File: src/hw/rtl/indexed_sequence_store_unit_macros.svh
// ----------------------------------------------------------------------------
// indexed sequence store assertion macros
// shared concurrent assertion forms for the store's rtl
// ----------------------------------------------------------------------------
`ifndef INDEXED_SEQUENCE_STORE_UNIT_MACROS_SVH
`define INDEXED_SEQUENCE_STORE_UNIT_MACROS_SVH

// same-cycle implication
`define ISU_ASSERT_IMP(label, clk, rst_n, ante, cons, msg) \
  label: assert property (@(posedge clk) disable iff (!rst_n) (ante) |-> (cons)) \
    else $error(msg);

// next-cycle implication
`define ISU_ASSERT_NXT(label, clk, rst_n, ante, cons, msg) \
  label: assert property (@(posedge clk) disable iff (!rst_n) (ante) |=> (cons)) \
    else $error(msg);

`endif

File: src/hw/rtl/isu_pkg.sv
// ----------------------------------------------------------------------------
// isu_pkg
// types and codes shared by the indexed sequence store and its cells
// ----------------------------------------------------------------------------
package isu_pkg;

  localparam int MODE_W     = 4;
  localparam int VAL_W      = 32;
  localparam int IDX_W      = 16;
  localparam int STAT_W     = 2;
  localparam int LEN_W      = 5;
  localparam int IN_DATA_W  = 48;
  localparam int OUT_DATA_W = 104;
  // wide enough for any position up to the largest supported capacity
  localparam int POS_W      = 7;

  typedef enum logic [MODE_W-1:0] {
    MODE_PUSH_FRONT = 4'd0,
    MODE_APPEND     = 4'd1,
    MODE_INSERT_AT  = 4'd2,
    MODE_POP_BACK   = 4'd3,
    MODE_DROP_HEAD  = 4'd4,
    MODE_REMOVE_AT  = 4'd5,
    MODE_QUERY      = 4'd6,
    MODE_CLEAR      = 4'd7,
    MODE_DUMP       = 4'd8,
    MODE_DUMP_REV   = 4'd9
  } mode_t;

  typedef enum logic [STAT_W-1:0] {
    ST_OK    = 2'd0,
    ST_EMPTY = 2'd1,
    ST_RANGE = 2'd2,
    ST_FULL  = 2'd3
  } status_t;

  typedef enum logic [1:0] {
    CELL_HOLD,
    CELL_INS,
    CELL_DEL
  } cell_op_t;

  typedef struct packed {
    cell_op_t         op;
    logic [POS_W-1:0] wr_pos;
    logic [POS_W-1:0] rd_pos;
  } cell_ctrl_t;

  typedef enum logic [1:0] {
    S_IDLE,
    S_EXEC,
    S_DUMP
  } state_t;

endpackage

File: src/hw/rtl/isu_cell.sv
// ----------------------------------------------------------------------------
// isu_cell
// one storage cell of the row: shifts with its neighbors on insert and
// remove, and drives the read tap chain when selected
// ----------------------------------------------------------------------------
module isu_cell #(
  parameter int IDX        = 0,
  parameter int DATA_WIDTH = 32
) (
  input  logic                      clk,
  input  isu_pkg::cell_ctrl_t       ctrl_i,
  input  logic [DATA_WIDTH-1:0]     word_i,
  input  logic [DATA_WIDTH-1:0]     left_i,
  input  logic [DATA_WIDTH-1:0]     right_i,
  output logic [DATA_WIDTH-1:0]     data_o,
  // {prev, next, elem}, elem in the lowest bits
  input  logic [3*DATA_WIDTH-1:0]   tap_i,
  output logic [3*DATA_WIDTH-1:0]   tap_o
);
  import isu_pkg::*;

  localparam logic [POS_W-1:0] MY_POS = POS_W'(IDX);

  logic [DATA_WIDTH-1:0] data_r;
  logic [DATA_WIDTH-1:0] data_nxt;

  always_comb begin
    data_nxt = data_r;
    unique case (ctrl_i.op)
      CELL_INS: begin
        if (MY_POS > ctrl_i.wr_pos) begin
          data_nxt = left_i;
        end else if (MY_POS == ctrl_i.wr_pos) begin
          data_nxt = word_i;
        end
      end
      CELL_DEL: begin
        if (MY_POS >= ctrl_i.wr_pos) begin
          data_nxt = right_i;
        end
      end
      default: begin
        data_nxt = data_r;
      end
    endcase
  end

  always_ff @(posedge clk) begin
    data_r <= data_nxt;
  end

  assign data_o = data_r;
  // selected cell puts itself and both neighbors on the tap chain
  assign tap_o  = (MY_POS == ctrl_i.rd_pos) ? (tap_i | {left_i, right_i, data_r}) : tap_i;

endmodule

File: src/hw/rtl/indexed_sequence_store_unit.sv
// ----------------------------------------------------------------------------
// indexed_sequence_store_unit
// bounded ordered sequence of signed words kept in a row of shifting cells
// ----------------------------------------------------------------------------
// One transaction is taken at a time. Inserts, removals, pops, queries,
// clears and unknown modes pass the accept cycle, then an execute state
// that waits for a free result register, shifts the cell row, reads the
// tap chain or only changes the fill count, and registers the result. A
// dump then yields one result per cycle, unless the result side stalls,
// read from the tap chain at a running position. The result register
// frees the input side, so a new transaction is accepted while the
// previous result still waits on out_tready. No clearing pass follows
// reset: it zeroes state, fill count, dump step and output valid only.
`include "indexed_sequence_store_unit_macros.svh"

module indexed_sequence_store_unit #(
  parameter int CAPACITY   = 16,
  parameter int DATA_WIDTH = 32
) (
  input  logic                              clk,
  input  logic                              rst_n,
  input  logic                              in_tvalid,
  output logic                              in_tready,
  // [31:0] value, [47:32] index
  input  logic [isu_pkg::IN_DATA_W-1:0]     in_tdata,
  // [3:0] mode
  input  logic [isu_pkg::MODE_W-1:0]        in_tuser,
  output logic                              out_tvalid,
  input  logic                              out_tready,
  // [31:0] element_value, [63:32] next_value, [64] has_next,
  // [96:65] prev_value, [97] has_prev, [102:98] length, [103] zero
  output logic [isu_pkg::OUT_DATA_W-1:0]    out_tdata,
  // [1:0] status
  output logic [isu_pkg::STAT_W-1:0]        out_tuser,
  output logic                              out_tlast
);
  import isu_pkg::*;

  localparam int CW = $clog2(CAPACITY + 1);
  localparam int TW = 3 * DATA_WIDTH;

  function automatic logic [VAL_W-1:0] to_out(input logic [DATA_WIDTH-1:0] v);
    logic signed [63:0] ext;
    ext = 64'(signed'(v));
    return ext[VAL_W-1:0];
  endfunction

  state_t                 state_r, state_nxt;
  logic [MODE_W-1:0]      mode_r;
  logic [DATA_WIDTH-1:0]  word_r;
  logic [IDX_W-1:0]       idx_r;
  logic [CW-1:0]          count_r, count_nxt;
  logic [CW-1:0]          step_r, step_nxt;

  logic                   out_valid_r;
  logic [OUT_DATA_W-1:0]  out_data_r, out_data_nxt;
  status_t                out_user_r;
  logic                   out_last_r;

  logic                   out_free;
  logic                   out_load;
  status_t                res_status;
  logic                   res_last;
  logic [VAL_W-1:0]       res_elem, res_next, res_prev;
  logic                   res_hn, res_hp;

  logic signed [63:0]     word_ext;
  logic                   full, empty, idx_neg, idx_ge, idx_le0;
  logic [CW-1:0]          idx_pos, ins_pos, qry_pos, dump_pos;
  logic                   qry_hn, qry_hp;

  cell_ctrl_t             ctrl;
  logic [CW-1:0]          wr_pos, rd_pos;
  cell_op_t               cell_op;

  logic [DATA_WIDTH-1:0]  cell_data [CAPACITY];
  logic [TW-1:0]          tap_chain [CAPACITY+1];
  logic [TW-1:0]          tap;

  // cell row
  assign tap_chain[0] = '0;
  for (genvar i = 0; i < CAPACITY; i++) begin : g_cell
    logic [DATA_WIDTH-1:0] left_w, right_w;
    if (i == 0) begin : g_first
      assign left_w = '0;
    end else begin : g_mid_l
      assign left_w = cell_data[i-1];
    end
    if (i == CAPACITY - 1) begin : g_last
      assign right_w = '0;
    end else begin : g_mid_r
      assign right_w = cell_data[i+1];
    end
    isu_cell #(
      .IDX        (i),
      .DATA_WIDTH (DATA_WIDTH)
    ) u_cell (
      .clk     (clk),
      .ctrl_i  (ctrl),
      .word_i  (word_r),
      .left_i  (left_w),
      .right_i (right_w),
      .data_o  (cell_data[i]),
      .tap_i   (tap_chain[i]),
      .tap_o   (tap_chain[i+1])
    );
  end
  assign tap = tap_chain[CAPACITY];

  assign ctrl = '{op: cell_op, wr_pos: POS_W'(wr_pos), rd_pos: POS_W'(rd_pos)};

  // index decode
  assign word_ext = 64'(signed'(in_tdata[VAL_W-1:0]));
  assign full     = (count_r == CW'(CAPACITY));
  assign empty    = (count_r == '0);
  assign idx_neg  = idx_r[IDX_W-1];
  assign idx_ge   = !idx_neg && (idx_r >= IDX_W'(count_r));
  assign idx_le0  = idx_neg || (idx_r == '0);
  assign idx_pos  = idx_r[CW-1:0];
  assign qry_pos  = idx_neg ? '0 : idx_pos;
  assign qry_hn   = (CW'(qry_pos + CW'(1)) < count_r);
  assign qry_hp   = (qry_pos != '0);
  assign dump_pos = (mode_r == MODE_DUMP_REV) ? CW'(count_r - CW'(1) - step_r) : step_r;

  always_comb begin
    ins_pos = '0;
    if (mode_r == MODE_APPEND) begin
      ins_pos = count_r;
    end else if (mode_r == MODE_INSERT_AT) begin
      if (idx_le0) begin
        ins_pos = '0;
      end else if (idx_ge) begin
        ins_pos = count_r;
      end else begin
        ins_pos = idx_pos;
      end
    end
  end

  assign out_free  = !out_valid_r || out_tready;
  assign in_tready = (state_r == S_IDLE);

  always_comb begin
    state_nxt  = state_r;
    count_nxt  = count_r;
    step_nxt   = step_r;
    cell_op    = CELL_HOLD;
    wr_pos     = '0;
    rd_pos     = '0;
    out_load   = 1'b0;
    res_status = ST_OK;
    res_last   = 1'b1;
    res_elem   = '0;
    res_next   = '0;
    res_prev   = '0;
    res_hn     = 1'b0;
    res_hp     = 1'b0;
    unique case (state_r)
      S_IDLE: begin
        if (in_tvalid) begin
          state_nxt = S_EXEC;
        end
      end
      S_EXEC: begin
        rd_pos = qry_pos;
        if (out_free) begin
          out_load  = 1'b1;
          state_nxt = S_IDLE;
          unique case (mode_r) inside
            MODE_PUSH_FRONT, MODE_APPEND, MODE_INSERT_AT: begin
              if (full) begin
                res_status = ST_FULL;
              end else begin
                cell_op   = CELL_INS;
                wr_pos    = ins_pos;
                count_nxt = CW'(count_r + CW'(1));
              end
            end
            MODE_POP_BACK: begin
              if (empty) begin
                res_status = ST_EMPTY;
              end else begin
                count_nxt = CW'(count_r - CW'(1));
              end
            end
            MODE_DROP_HEAD: begin
              if (empty) begin
                res_status = ST_EMPTY;
              end else begin
                cell_op   = CELL_DEL;
                count_nxt = CW'(count_r - CW'(1));
              end
            end
            MODE_REMOVE_AT: begin
              if (empty) begin
                res_status = ST_EMPTY;
              end else if (idx_neg || idx_ge) begin
                res_status = ST_RANGE;
              end else begin
                cell_op   = CELL_DEL;
                wr_pos    = idx_pos;
                count_nxt = CW'(count_r - CW'(1));
              end
            end
            MODE_QUERY: begin
              if (empty) begin
                res_status = ST_EMPTY;
              end else if (idx_ge) begin
                res_status = ST_RANGE;
              end else begin
                res_elem = to_out(tap[DATA_WIDTH-1:0]);
                res_hn   = qry_hn;
                res_hp   = qry_hp;
                res_next = qry_hn ? to_out(tap[2*DATA_WIDTH-1:DATA_WIDTH]) : '0;
                res_prev = qry_hp ? to_out(tap[3*DATA_WIDTH-1:2*DATA_WIDTH]) : '0;
              end
            end
            MODE_CLEAR: begin
              count_nxt = '0;
            end
            MODE_DUMP, MODE_DUMP_REV: begin
              if (empty) begin
                res_status = ST_EMPTY;
              end else begin
                out_load  = 1'b0;
                state_nxt = S_DUMP;
                step_nxt  = '0;
              end
            end
            default: begin
              res_status = ST_OK;
            end
          endcase
        end
      end
      S_DUMP: begin
        rd_pos = dump_pos;
        if (out_free) begin
          out_load = 1'b1;
          res_elem = to_out(tap[DATA_WIDTH-1:0]);
          res_last = (CW'(step_r + CW'(1)) == count_r);
          if (res_last) begin
            state_nxt = S_IDLE;
          end else begin
            step_nxt = CW'(step_r + CW'(1));
          end
        end
      end
      default: begin
        state_nxt = S_IDLE;
      end
    endcase
  end

  assign out_data_nxt = {1'b0, LEN_W'(count_nxt), res_hp, res_prev, res_hn, res_next, res_elem};

  always_ff @(posedge clk) begin
    if (!rst_n) begin
      state_r     <= S_IDLE;
      count_r     <= '0;
      step_r      <= '0;
      out_valid_r <= 1'b0;
    end else begin
      state_r <= state_nxt;
      count_r <= count_nxt;
      step_r  <= step_nxt;
      if (out_load) begin
        out_valid_r <= 1'b1;
      end else if (out_tready) begin
        out_valid_r <= 1'b0;
      end
    end
  end

  always_ff @(posedge clk) begin
    if (in_tvalid && in_tready) begin
      mode_r <= in_tuser;
      word_r <= word_ext[DATA_WIDTH-1:0];
      idx_r  <= in_tdata[IN_DATA_W-1:VAL_W];
    end
    if (out_load) begin
      out_data_r <= out_data_nxt;
      out_user_r <= res_status;
      out_last_r <= res_last;
    end
  end

  assign out_tvalid = out_valid_r;
  assign out_tdata  = out_data_r;
  assign out_tuser  = out_user_r;
  assign out_tlast  = out_last_r;

  `ISU_ASSERT_IMP(a_count_bound, clk, rst_n, 1'b1, count_r <= CW'(CAPACITY), "count too big")
  `ISU_ASSERT_NXT(a_accept_exec, clk, rst_n, in_tvalid && in_tready, state_r == S_EXEC, "no exec")
  `ISU_ASSERT_IMP(a_dump_nonempty, clk, rst_n, state_r == S_DUMP, count_r != '0, "empty dump")
  `ISU_ASSERT_NXT(a_full_hold, clk, rst_n, out_load && res_status == ST_FULL, $stable(count_r), "drop")

endmodule
File: config.mk
export PLATFORM = sky130hd
export DESIGN_NAME = indexed_sequence_store_unit
export DESIGN_NICKNAME = d
export VERILOG_FILES = /design/src/hw/rtl/isu_pkg.sv /design/src/hw/rtl/isu_cell.sv /design/src/hw/rtl/indexed_sequence_store_unit.sv
export VERILOG_INCLUDE_DIRS = /design/src /design/src/hw/rtl
export SDC_FILE = /design/constraint.sdc
export NUM_CORES = 2
export LEC_CHECK = 0
export ABC_AREA = 1
export BUFFER_PORTS_ARGS = -buffer_cell sky130_fd_sc_hd__buf_4
export CORE_MARGIN = 10
export CORE_UTILIZATION = 23
export CTS_CLUSTER_DIAMETER = 60
export DETAILED_ROUTE_END_ITERATION = 7
export SLEW_MARGIN = 20
export SYNTH_ARGS = -nofsm -noshare
export SYNTH_HDL_FRONTEND = slang
export SYNTH_SLANG_ARGS = --single-unit
File: constraint.sdc
create_clock -name clk -period 12.9 [get_ports clk]
set_input_delay 0.645 -clock clk [delete_from_list [all_inputs] [get_ports clk]]
set_output_delay 0.645 -clock clk [all_outputs]
set_load 0.01 [all_outputs]
**Word-level counts from Yosys, hierarchy flattened**

Index checks and enable logic that the tools add are counted.
W data, S select, Z words.

- Logic and storage cells: 355
- Output and inout port bits: 109
- Bits in registers: 683
- Input port bits: 56

- $lt $le $gt $ge: 34
- Muxes and demuxes: 139
- Bitwise gates (word level): 20
- Reduce and logical (&&, ||, !) cells: 44
- $add $sub $neg: 5
- Eq/ne operators: 84

Operators by type and width:

| kind | count |
|---|---|
| $mux W32 | 53 |
| $mux W96 | 15 |
| $or A96 B96 Y96 | 14 |
| $pmux W32 S2 | 17 |
| $mux W5 | 22 |
| $or A64 B96 Y96 | 1 |
| $eq A4 B5 Y1 const A | 16 |
| $mux W64 | 1 |
| $ne A3 B1 Y1 const B | 16 |
| $reduce_and A3 Y1 | 16 |
| $eq A3 B5 Y1 const A | 8 |
| $ge A4 B5 Y1 const A | 8 |
| $gt A4 B5 Y1 const A | 8 |
| $ne A2 B1 Y1 const B | 16 |
| $mux W2 | 15 |
| $pmux W5 S2 | 3 |
| $eq A2 B5 Y1 const A | 4 |
| $ge A3 B5 Y1 const A | 4 |
| $gt A3 B5 Y1 const A | 4 |
| $pmux W5 S4 | 1 |
| $eq A4 B3 Y1 const B | 4 |
| $ge A16 B5 Y1 | 1 |
| $logic_not A16 Y1 | 1 |
| $add A5 B1 Y5 const B | 3 |
| other kinds (38) | 75 |

**Depth between registers and ports, before layout**

- Word-level depth: 41
- Depth in mapped cells: 25

**Cells and area by module**

From an unflattened synthesis, not the netlist that was laid out.

- Cell total of the unflattened synthesis: 8599
- Area total of the unflattened synthesis: 58971.6 um2

By module, submodules not included:

| module | times used | seq. area each (um2) | cells each | area each (um2) |
|---|---|---|---|---|
| indexed_sequence_store_unit | 1 | 5004.8 | 731 | 7813.7 |
| isu_cell at g_cell[4].u_cell | 1 | 960.9 | 597 | 3388.2 |
| isu_cell at g_cell[12].u_cell | 1 | 960.9 | 598 | 3382.0 |
| isu_cell at g_cell[8].u_cell | 1 | 960.9 | 601 | 3360.7 |
| isu_cell at g_cell[1].u_cell | 1 | 960.9 | 595 | 3330.7 |
| isu_cell at g_cell[11].u_cell | 1 | 960.9 | 565 | 3288.2 |
| isu_cell at g_cell[14].u_cell | 1 | 960.9 | 461 | 3265.6 |
| isu_cell at g_cell[6].u_cell | 1 | 960.9 | 459 | 3265.6 |
| isu_cell at g_cell[13].u_cell | 1 | 960.9 | 466 | 3251.9 |
| isu_cell at g_cell[15].u_cell | 1 | 960.9 | 460 | 3225.6 |
| isu_cell at g_cell[7].u_cell | 1 | 960.9 | 459 | 3149.3 |
| isu_cell at g_cell[3].u_cell | 1 | 960.9 | 456 | 3089.2 |
| isu_cell at g_cell[2].u_cell | 1 | 960.9 | 459 | 3076.7 |
| isu_cell at g_cell[10].u_cell | 1 | 960.9 | 412 | 3072.9 |
| +3 rows | -- | -- | -- | -- |

**Worst setup path after synthesis**

OpenSTA, ideal clock, no wires.

- Path kind: register to register
- Start point: register count_r[0]
- End point: register out_data_r[0], in the netlist out_tdata[0], enable pin
- Slack: 5.777 ns
- Required time: 12.293 ns
- Data arrival time: 6.516 ns
- Stages on the path, launching flop included: 10
- Path through: dfxtp_1 -> inv_1 -> ha_1 -> nand2_2 -> nor2_4 -> nand2_1 -> clkbuf_1 -> nand2_1 -> nand2_1 -> a21oi_1

- Cells in the longest elaborated chain, start to end: 5

Ends and longest elaborated chain:

| what | RTL line | text |
|---|---|---|
| from (decl) | indexed_sequence_store_unit.sv:52 | `logic [CW-1:0] count_r, count_nxt;` |
| from (signal assigned) | indexed_sequence_store_unit.sv:265 | `count_r <= count_nxt;` |
| $logic_not A5 Y1 | indexed_sequence_store_unit.sv:115 | `assign empty = (count_r == '0);` |
| $mux W1 | indexed_sequence_store_unit.sv:222 | `if (empty) begin` |
| $mux W1 | indexed_sequence_store_unit.sv:169 | `unique case (mode_r) inside` |
| $mux W1 | indexed_sequence_store_unit.sv:166 | `if (out_free) begin` |
| $pmux W1 S2 | indexed_sequence_store_unit.sv:158 | `unique case (state_r)` |
| named net out_load | indexed_sequence_store_unit.sv:61 | `logic out_load;` |
| to (signal assigned) | indexed_sequence_store_unit.sv:282 | `out_data_r <= out_data_nxt;` |
| to (decl) | indexed_sequence_store_unit.sv:56 | `logic [OUT_DATA_W-1:0] out_data_r, out_data_nxt;` |

The timed path passes the listed nets, and every way through them passes these cells.
A chain may end at the register's enable or synchronous reset.

**Worst setup path after layout**

- Start point: register count_r[0]
- End point: register out_data_r[68], in the netlist out_tdata[68] (data pin)

- Cells in the longest elaborated chain, start to end: 34

Ends and longest elaborated chain:

| what | RTL line | text |
|---|---|---|
| $sub A5 B1 Y5 | indexed_sequence_store_unit.sv:123 | `assign dump_pos = (mode_r == MODE_DUMP_REV) ? CW'(count_r - CW'(1) - step_r) : step_r;` |
| $sub A5 B5 Y5 | indexed_sequence_store_unit.sv:123 |  |
| $mux W5 | indexed_sequence_store_unit.sv:123 |  |
| $pmux W5 S2 | indexed_sequence_store_unit.sv:158 |  |
| $eq A1 B5 Y1 | isu_cell.sv:54 | `assign tap_o = (MY_POS == ctrl_i.rd_pos) ? (tap_i \| {left_i, right_i, data_r}) : tap_i;` |
| $mux W96 | isu_cell.sv:54 |  |
| $or A96 B96 Y96 | isu_cell.sv:54 |  |
| $mux W96 | isu_cell.sv:54 |  |
| [... 18 more ...] | -- |  |
| $or A96 B96 Y96 | isu_cell.sv:54 |  |
| $mux W96 | isu_cell.sv:54 |  |
| $or A96 B96 Y96 | isu_cell.sv:54 |  |
| $mux W96 | isu_cell.sv:54 |  |
| $or A96 B96 Y96 | isu_cell.sv:54 |  |
| $mux W96 | isu_cell.sv:54 |  |
| $or A96 B96 Y96 | isu_cell.sv:54 |  |
| $mux W96 | isu_cell.sv:54 |  |

Parallel ways exist; a longest one is shown, timed or not.

==> results.md <==
* Overall power at 0.006355 W
* Share of synthesized registers carrying an async set or reset at 0%
* Gpl congestion at 0.9367
* H-tree depth at 3
* Clock root buffer: clkbuf_16
* Core Footprint at 196800 µm²
* First-pass GRT wire length at 325300 µm
* Cells on worst reg2reg path at 24
* Initial Util at 23.07%
* Final setup fails at 0
* Synth top area share at 44.30%
* Worst Slack Setup Final at 6.544 ns
* Worst-Skew Late Latency at 0.76 ns
* Fin crit period at 6.356 ns
* Part of the Yosys area used for sequential elements at 44.88%
* RSZ-0062 raised after global routing: false
* CP max FO at 117
* Number of synthesis warnings at 0
* Largest net degree at the start of global routing at 198
* HPWL Detailed at 136700 µm
* Pwr Density at 121.3 nW/µm²
* Worst Hold Launch: in_tdata[12]
* DRC Markers at 1
* CP required at 13.39 ns
* Average size of a mapped cell at 7.188 µm²
* Fmax at 157.3 MHz
* Setup TNS at 0 ns
* CP Capture Type: register
* Syn Inst Count at 6318
* Top FF cell, synth: edfxtp_1
* Most Used Layer, Global Route: met2
* Max Buffers Root-to-Sink at 3
* Leakage at 21.12 nW
* DR WL/cell at 25.71 µm
* Layout net count at 6307
* Reg clk slew, reported paths at 0.06 ns
* Largest vdd supply drop at 0.09104 mV
* Antenna-violating nets left at 0
* Buf/Inv on CP at 8
* IO buf count at 163
* Detailed Route WL at 230300 µm
* Final-layout fill cell count at 21470
* Layout cells sized above 1 at 8.479%
* Period Utilization, post-route at 49.27%
* Vias per std cell at 5.426
* Library cells used by synthesis at 46
* Status: finished, violations left
* Min-Delay Endpoint: word_r[12]
* Worst R2R Setup Slack at 6.54 ns
* Biggest area consumer among synthesized cells: edfxtp_1
* CP arrival at 6.85 ns
* I/O pins at 165
* Via count at 48590
* Area occupied by multi-input gates at 21210 µm²
* Crit-path most repeated cell: nand2_1
* Max Cap Viol at 0
* Worst setup path start: count_r[0]
* Die Width at 464.3 µm
* Post-synth EDFFs at 670
* Hold Buf Count CTS at 0
* # resized after CTS at 0
* Std-Cell Rows at 163
* Critical R2R Capture: out_tdata[68]
* Die extent in y at 464.3 µm
* Seq cells post-synth at 683
* RR Startpoint: count_r[0]
* Startpoint types: register
* Drt first pass iters at 8
* CP Cell Sequence: inv_1 > ha_1 > fa_1 > inv_1 > nand3_1 > nand2_1 > inv_1 > nand2_1 > nand3_1 > nand2_1 > nand3_2 > nand2_2 > nand2_4 > buf_12 > nand2_2 > buf_4 > inv_1 > buf_4 > nand2_1 > nand2_1 > nor2_1 > nand4_1 > nand2_1 > inv_1
* Worst hold path type: input port to register
* Area Overhead vs Synth at 15.38%
* Reg area at 20380 µm²
* Slew HR at 18.77%
* Post-CTS setup buffers at 0
* Kind of critical path: register to register
* Post-Place Setup Slack at 6.803 ns
* Total CTS buffers at 100
* Met1 Resource Use GR at 25.01%
* Failing checks: DRC
* Grt met3 use at 5.849%
* Synth top area cells: edfxtp_1 (44%), nand2_1 (13%), nand3_1 (12%)
* Max-slew violation count at 0
* Number of global-route vias before repair at 44780
* Slowest CP cell: buf_4
* Initial antenna violation count at 13
* Mapped cell area at 45410 µm²
* GRT Total Usage at 20.12%
* Initial DRC count at 8229
* Max stage delay on crit path at 0.73 ns
* Cell family contributing the most delay on the critical path: buffers and inverters
* Worst Max-Slew Pin Slew at 1.218 ns
* CTS tree: yes
* Instance count on the critical path at 24
* Clk_skew at 0.04517 ns
* Hold path depth at 1
* Die ar. at 215600 µm²
* Final Hold Violating Endpoints at 0
* Grt total ovfl at 0
* Met2 usage at 29.51%
* Sink Count at 683
* Syn_nets at 6398
[sequential cells by signal, indices dropped and copies added, names as in the netlist, 2 cells and up]
name,flops
state_r,2
out_tdata,103
step_r,5
count_r,5
word_r,32
out_tuser,2
mode_r,4
g_cell.u_cell.data_o,512
idx_r,16
[cell usage in the layout (no fill, tap or decap), types with 11 or more instances in the layout]
cell	instances
edfxtp_1	670
clkbuf_16	101
o21ai_1	115
nor2_1	692
nand4_1	44
nand3_1	1063
inv_2	23
dfxtp_1	13
nand2_1	1584
ha_1	22
clkinv_1	14
inv_1	557
buf_4	260
nor3_1	13
o21ai_0	686
nand2_2	21
clkbuf_1	14
clkinv_2	20
o221ai_1	18
a21oi_1	126
o211ai_1	24
xor2_1	11
nor2_4	16
inv_6	12
o22ai_1	88
[report_power, final]
part	internal [W]	leakage [nW]	switching, W
Clock	0.00160	1.59	0.00120
Combinational	0.000214	13.3	0.000609
Sequential	0.00259	6.21	0.000146
[Yosys cell counts, drive strengths merged, types with 2 or more instances]
library cell	number
o22ai	88
nand4	44
inv	585
edfxtp	670
dfxtp	13
nand2	1613
nand3	1072
o31ai	2
o221ai	18
buf	210
o21ai	803
a22oi	2
clkinv	3
nand3b	2
a211oi	6
nor2	716
a31oi	6
clkbuf	246
a21boi	2
nor3	14
o211ai	24
xor2	11
a21oi	137
ha	23
[worst max-delay path by stage]
stage / slack [ns] / endpoint
6_report: 6.54 / out_tdata[68]
5_1_grt: 6.36 / g_cell[4].u_cell.data_o[9]
4_1_cts: 6.80 / g_cell[4].u_cell.data_o[23]
3_5_place_dp: 6.80 / g_cell[4].u_cell.data_o[24]
3_3_place_gp: 6.91 / g_cell[4].u_cell.data_o[24]
2_1_floorplan: 5.78 / out_tdata[0]
[logic make-up after synthesis]
kind of cell	synth area share, %
buf+inv	9.351
compound gates	12.67
fa+ha+maj	0.6778
flops	44.88
simple gates	32.19
xor+xnor	0.2314
other cells	0.008258
[metal layers]
| layer | up-vias | part of all wire (%) |
|---|---|---|
| met3 | 1012 | 14 |
| met4 | 10 | 8.6 |
| met5 | - | 0.026 |
| li1 | 21030 | - |
| met2 | 4026 | 41 |
| met1 | 22510 | 36 |
[stage by stage]
stage	util, %	area (µm²)	hold WS [ns]	cells
finish	26.62	52390	0.08533	8955
global route	26.62	52390	0.06821	8952
CTS	26.61	52380	0.02943	8950
detailed placement	24.96	49110	0.4868	8765
global placement	24.96	49110	0.4731	8765
floorplan	-	45410	0.4583	6318
[final cells by class]
cell class | instances | share of cell area [%]
timing repair buffer | 263 | 3.840
clock inverter | 69 | 1.275
clock buffer | 116 | 4.950
multi-input combinational | 4591 | 40.47
antenna | 5 | 0.02388
tap | 2640 | 6.304
sequential | 683 | 38.90
inverter | 588 | 4.236
[worst register-to-register path, stage by stage (launching register included)]
cell and delay, ns:
dfxtp_1 0.62, inv_1 0.26, ha_1 0.41, fa_1 0.41, inv_1 0.10, nand3_1 0.08, nand2_1 0.10, inv_1 0.05
nand2_1 0.08, nand3_1 0.08, nand2_1 0.09, nand3_2 0.13, nand2_2 0.15, nand2_4 0.39, buf_12 0.49, nand2_2 0.74
buf_4 0.73, inv_1 0.39, buf_4 0.36, nand2_1 0.11, nand2_1 0.05, nor2_1 0.10, nand4_1 0.11, nand2_1 0.08
inv_1 0.05
(Power assumes the default switching activity.)
